`config.mk`:
```
export PLATFORM = sky130hd
export DESIGN_NAME = sbcf_map
export DESIGN_NICKNAME = d
export VERILOG_FILES = /design/src/design/sbcf_pkg.sv /design/src/design/sbcf_map.sv
export SDC_FILE = /design/constraint.sdc
export NUM_CORES = 1
export LEC_CHECK = 0
export ABC_AREA = 1
export BUFFER_PORTS_ARGS = -buffer_cell sky130_fd_sc_hd__buf_2
export CAP_MARGIN = 20
export CORE_MARGIN = 3
export CORE_UTILIZATION = 25
export DETAILED_ROUTE_END_ITERATION = 6
export SYNTH_ARGS = -nofsm -noshare
export SYNTH_HDL_FRONTEND = slang
export SYNTH_SLANG_ARGS = --single-unit
```
`constraint.sdc`:
```
create_clock -name vclk -period 10.4
set_input_delay 0 -clock vclk [all_inputs]
set_output_delay 0 -clock vclk [all_outputs]
set_load 0.01 [all_outputs]
```
`src/design/sbcf_pkg.sv`:
```
// ----------------------------------------------------------------------------
// sbcf_pkg: shared types and constants of the sprite blitter
// Register indexes, config record, payload widths and dimension clamping.
// ----------------------------------------------------------------------------
`timescale 1ns / 1ps

package sbcf_pkg;

   // payload widths
   localparam int PIXEL_W = 32;
   localparam int INDEX_W = 22;
   localparam int DIM_W   = 12;
   localparam int SPR_W   = 9;

   // alpha byte position in the ARGB word
   localparam int         ALPHA_LSB  = 24;
   localparam logic [7:0] ALPHA_NONE = 8'h00;

   // largest frame buffer dimension honored
   localparam logic [DIM_W-1:0] BUF_DIM_MAX = 12'd2048;

   // configuration register indexes
   typedef enum logic [2:0] {
      REG_BUFFER_WIDTH  = 3'd0,
      REG_BUFFER_HEIGHT = 3'd1,
      REG_SPRITE_WIDTH  = 3'd2,
      REG_SPRITE_HEIGHT = 3'd3,
      REG_PLACE_X       = 3'd4,
      REG_PLACE_Y       = 3'd5,
      REG_SCAN_LTR      = 3'd6
   } csr_index_type;

   // frame and placement settings seen by the mapper
   typedef struct packed {
      logic [DIM_W-1:0] buffer_width;
      logic [DIM_W-1:0] buffer_height;
      logic [DIM_W-1:0] place_x;
      logic [DIM_W-1:0] place_y;
      logic             scan_left_to_right;
   } cfg_type;

   // mapper verdict for one pixel
   typedef struct packed {
      logic               hit;
      logic [INDEX_W-1:0] dest_index;
   } map_result_type;

   // zero counts as one, oversize counts as the maximum
   function automatic logic [DIM_W-1:0] clamp_buf_dim(input logic [DIM_W-1:0] v);
      logic [DIM_W-1:0] r;
      if (v == '0) begin
         r = DIM_W'(1);
      end else if (v > BUF_DIM_MAX) begin
         r = BUF_DIM_MAX;
      end else begin
         r = v;
      end
      return r;
   endfunction

endpackage

```
`src/design/sbcf_map.sv`:
```
// ----------------------------------------------------------------------------
// sbcf_map: destination mapping and clipping
// Mirrors and offsets the source position, clips against the buffer and the
// alpha key, and forms the linear index row * width + column.
// ----------------------------------------------------------------------------
`timescale 1ns / 1ps

module sbcf_map
   import sbcf_pkg::*;
#(
   parameter int MAX_SPRITE_DIM = 256
) (
   input  cfg_type                          cfg,
   input  logic [$clog2(MAX_SPRITE_DIM):0]  sprite_width,
   input  logic [$clog2(MAX_SPRITE_DIM)-1:0] col,
   input  logic [$clog2(MAX_SPRITE_DIM)-1:0] row,
   input  logic [PIXEL_W-1:0]               pixel_argb,
   output map_result_type                   result
);

   localparam int CW = $clog2(MAX_SPRITE_DIM);
   localparam int OW = CW + 2;                      // signed sprite offset
   localparam int XW = ((OW > DIM_W) ? OW : DIM_W) + 1;

   logic signed [DIM_W-1:0] px, py;
   logic signed [OW-1:0]    col_s, row_s, sw_s, off_x;
   logic signed [XW-1:0]    dx, dy, bw_s, bh_s;
   logic [DIM_W-1:0]        bw, bh;
   logic                    in_frame, opaque;
   logic [2*DIM_W-1:0]      prod;

   assign bw = clamp_buf_dim(cfg.buffer_width);
   assign bh = clamp_buf_dim(cfg.buffer_height);
   assign px = signed'(cfg.place_x);
   assign py = signed'(cfg.place_y);

   // source offsets, mirrored within the sprite width when scanning right to left
   assign col_s = signed'(OW'(col));
   assign row_s = signed'(OW'(row));
   assign sw_s  = signed'(OW'(sprite_width));
   assign off_x = cfg.scan_left_to_right ? col_s : (sw_s - col_s - signed'(OW'(1)));

   assign dx   = XW'(px) + XW'(off_x);
   assign dy   = XW'(py) + XW'(row_s);
   assign bw_s = signed'(XW'(bw));
   assign bh_s = signed'(XW'(bh));

   // clip to the buffer and drop fully transparent pixels
   assign in_frame = !dx[XW-1] && (dx < bw_s) && !dy[XW-1] && (dy < bh_s);
   assign opaque   = pixel_argb[ALPHA_LSB +: 8] != ALPHA_NONE;

   // linear index, kept to the index width
   assign prod = (2*DIM_W)'(dy[DIM_W-1:0]) * (2*DIM_W)'(bw);

   assign result.hit        = in_frame && opaque;
   assign result.dest_index = INDEX_W'(prod + (2*DIM_W)'(dx[DIM_W-1:0]));

endmodule

```
## Word level (Yosys, flattened, before mapping)

Index checks and enable logic that the tools add are counted.

- Add/sub/neg operators: 5
- Multipliers: 1
- Muxes and demuxes: 5
- Order comparisons: 4
- Reductions and logical operators: 9

Operator list:

| operator | count |
|---|---|
| $mux 12 | 4 |
| $lt 13x13->1 | 2 |
| $gt 12x12->1 const B | 2 |
| $logic_not 12->1 | 2 |
| $add 22x12->22 | 1 |
| $mul 12x12->22 | 1 |
| $add 12x10->13 | 1 |
| $add 12x9->13 | 1 |
| $mux 10 | 1 |
| $sub 10x2->10 const B | 1 |
| $sub 9x8->10 | 1 |
| $reduce_bool 8->1 | 1 |
| $logic_and 1x1->1 | 4 |
| $logic_not 1->1 | 2 |

- Register bits: 0
- Word-level logic and storage cells: 24
- Output and inout port bits: 23
- Input port bits: 106

## Longest topological paths before layout

- Word-level depth: 9
- Depth in mapped cells: 38

## Least setup slack after synthesis

No wires, ideal clock.

- Kind: input to output
- From: input port col[0]
- To: output port result[15] (netlist bit)
- Cell stages on the path: 34
- Setup slack: 4.791 ns
- Arrival time: 5.609 ns
- Buffers on the path: 0
- Cells stage by stage: inv_1 > ha_1 > fa_1 > nand3_1 > nand3_1 > nand2_1 > nand2_1 > nand2_1 > nand2_1 > nor2_1 > o22ai_1 > ha_1 > a21o_1 > a21oi_1 > nand2_1 > a21o_1 > a21oi_1 > xnor2_1 > fa_1 > inv_1 > fa_1 > inv_1 > fa_1 > inv_1 > fa_1 > inv_1 > ha_1 > nand2_1 > nor2_1 > nand2_1 > nand2_1 > a21oi_1 > o21ai_0 > xor2_1

RTL lines:

| item | line | RTL |
|---|---|---|
| start, declared | sbcf_map.sv:15 | `input logic [$clog2(MAX_SPRITE_DIM)-1:0] col,` |
| end, declared | sbcf_map.sv:18 | `output map_result_type result` |

==> flow_summary_export.csv <==
group,metric,value,unit
run_status,status,"finished, violations left",
sta,setup_viol,0,
sta,tightest_slew,0.907,ns
sta,rsz0062_at_grt,"no",
placed_design,io_buffers,105,
placed_design,dp_hpwl,17700,um
critical_path,required,10.40,ns
layout,area_delta_synth_final,13.5,%
floorplanning,rows,61,
grt,antenna_found_initial,0,
synthesis,yosysTopAreaCell,"fa_1",
run_status,violations,"DRC",
detailed_routing,drc,2,
power_and_ir_drop,power,2.30,mW
detailed_routing,wl_per_cell,12.9,um
clock_tree,cts_hold_buf,0,
synthesis,yosys_warnings,0,
grt,grt_usage,12.8,%
power_and_ir_drop,vdd_drop_max,0.000155,V
critical_path,slowest_stage,"fa_1",
detailed_routing,antenna_left,0,
sta,hold_viol,0,
layout,fillers,3160,
layout,n_clock_buffer,0,
power_and_ir_drop,p_leak,4.65,nW
power_and_ir_drop,powerDensity,279,nW/um2
synthesis,synth_top_area_share,31.1,%
synthesis,synthDistinctLibCells,39,
detailed_routing,via_per_inst,4.54,
detailed_routing,drt_wl_total,19700,um
detailed_routing,drtIter0Drc,355,
floorplanning,die_h,177,um
grt,grt_max_degree,15,
critical_path,crit_top_cell,"nand2_1",
worst_hold_path,whs_path_depth,4,
synthesis,netlist_instances,1053,
flow_run,drv_cap,0,
sta,final-max-slew-violation-count,0,
critical_path,setup.worst_path.start,"col[0]",
sta,fmax,157,MHz
synthesis,postSynthAreaPerCell,6.91,um2
synthesis,synth_area_leaders,"fa_1, ha_1, nand2_1",
worst_hold_path,hp-class,"in -> out",
synthesis,synth_area,7270,um2
layout,flops_and_latches,0,
layout,layout.nets,1484,
sta,tns,0,ns
sta,timing.hold.ws,0.483,ns
grt,overflow,0,
floorplanning,ios,129,
detailed_routing,drt_pre_antenna_iters,7,
layout,final_core_util,29.2,%
grt,grt_pass1_vias,7026,
critical_path,cp.arrival,6.36,ns
clock_tree,postCtsSetupRepairBufs,0,
sta,timing.final.crit_period,6.36,ns
floorplanning,start_util,25.8,%
synthesis,syn-num-nets,1382,
layout,final_layout_size_suffix_gt1_share,10.8,%
sta,timing.final.crit_share,61.1,%
synthesis,yosysSeqAreaShare,0,%
critical_path,crit_type,"in -> out",
floorplanning,die_w,177,um
critical_path,cp-endpoint,"result[15]",
sta,maxSlewHeadroom,39.3,%
critical_path,critPathCaptureType,"output pin",
critical_path,cp_slowest_stage_delay,0.53,ns
critical_path,cp_max_fo,4,
critical_path,cp-start-kind,"input pin",
floorplanning,dieArea,31200,um2
placed_design,routabilityCongestion,0.892,
detailed_routing,vias,6951,
floorplanning,core_area,28200,um2
layout,diodes,0,
grt,grt_pass1_wl,33300,um
layout,regArea,0,um2
clock_tree,cts_resized,0,
-- cell type report --
class	count	area (um2)	share of cell area (%)
Tap cell	378	473	5.73
Timing Repair Buffer	108	548	6.64
Inverter	239	900	10.9
Multi-Input combinational cell	806	6330	76.7
-- synthesized netlist by cell type --
cell type  instances
a211oi_1           3
a21o_1             8
a21oi_1           48
a31oi_1            3
and2_1             2
buf_2              3
buf_4              1
clkbuf_1           3
clkbuf_2           1
clkinv_1           3
fa_1             113
ha_1             110
inv_1            230
inv_2              5
inv_4              1
nand2_1          259
nand2_2            4
nand2_4            1
nand3_1           37
nand4_1           11
nor2_1           128
nor2_2             1
nor2_4             2
nor3_1             9
nor3b_1            1
o2111ai_1          2
o211a_1            1
o211ai_1           1
o21ai_0           14
o21bai_1           3
o22ai_1            5
o31a_1             2
or2_0              1
or2_1              1
or2_2              1
xnor2_1           10
xnor2_2            1
xor2_1            23
xor2_2             1
-- routing by layer --
layer,part of all wire [%],routed length [um],up-vias,global-route usage (%)
met3,6.1,1200,18,0.688
met4,0.98,193,0,1.18
met5,0,0,-,0
met1,44,8730,3302,17.5
met2,49,9590,207,23.3
li1,-,-,3424,-
-- power by group --
group,switching (mW),internal [mW]
sequential,0,0
clock,0,0
combinational,1.42,0.877
-- stage by stage --
step                      worst slack (ns)  instance area [um2]  cells
after CTS                             3.77                 8250   1530
final                                 4.04                 8250   1531
after floorplan                       4.79                 7270   1053
after global placement                3.80                 8250   1530
after detailed placement              3.79                 8250   1530
after global routing                  3.40                 8250   1531
-- cells in the final DEF, fill, tap and decap left out, drive strengths merged, types with 11 or more instances in the layout --
cell and instances:
inv 236, ha 110, xor2 24, nand4 11, nand2 264, nand3 37
a21oi 48, xnor2 11, fa 113, o21ai 14, nor2 131, buf 108
-- kinds of logic after synthesis --
group	after synthesis	synth area share, %
AOI/OAI and AO/OA	90	7.12
xor gates and xnor gates	35	4.42
adders and majority gates	223	50.0
buffers and inverters	247	12.9
and+or+nand+nor	458	25.5
-- worst max-delay path, delay by kind of cell --
| kind | cells | cell delay (ns) |
|---|---|---|
| fa+ha+maj | 8 | 3.32 |
| buf+inv | 7 | 0.51 |
| xor+xnor | 2 | 0.39 |
| compound gates | 5 | 0.61 |
| simple gates | 15 | 1.54 |
-- worst min path at each step --
stage               startpoint   endpoint  slack [ns]
finish                 cfg[13]  result[0]        0.48
global route           cfg[13]  result[0]        0.53
CTS                    cfg[13]  result[0]        0.50
detailed placement     cfg[13]  result[0]        0.50
global placement       cfg[13]  result[0]        0.50
floorplan              cfg[13]  result[0]        0.28
Power figures use the tool's default switching activity.
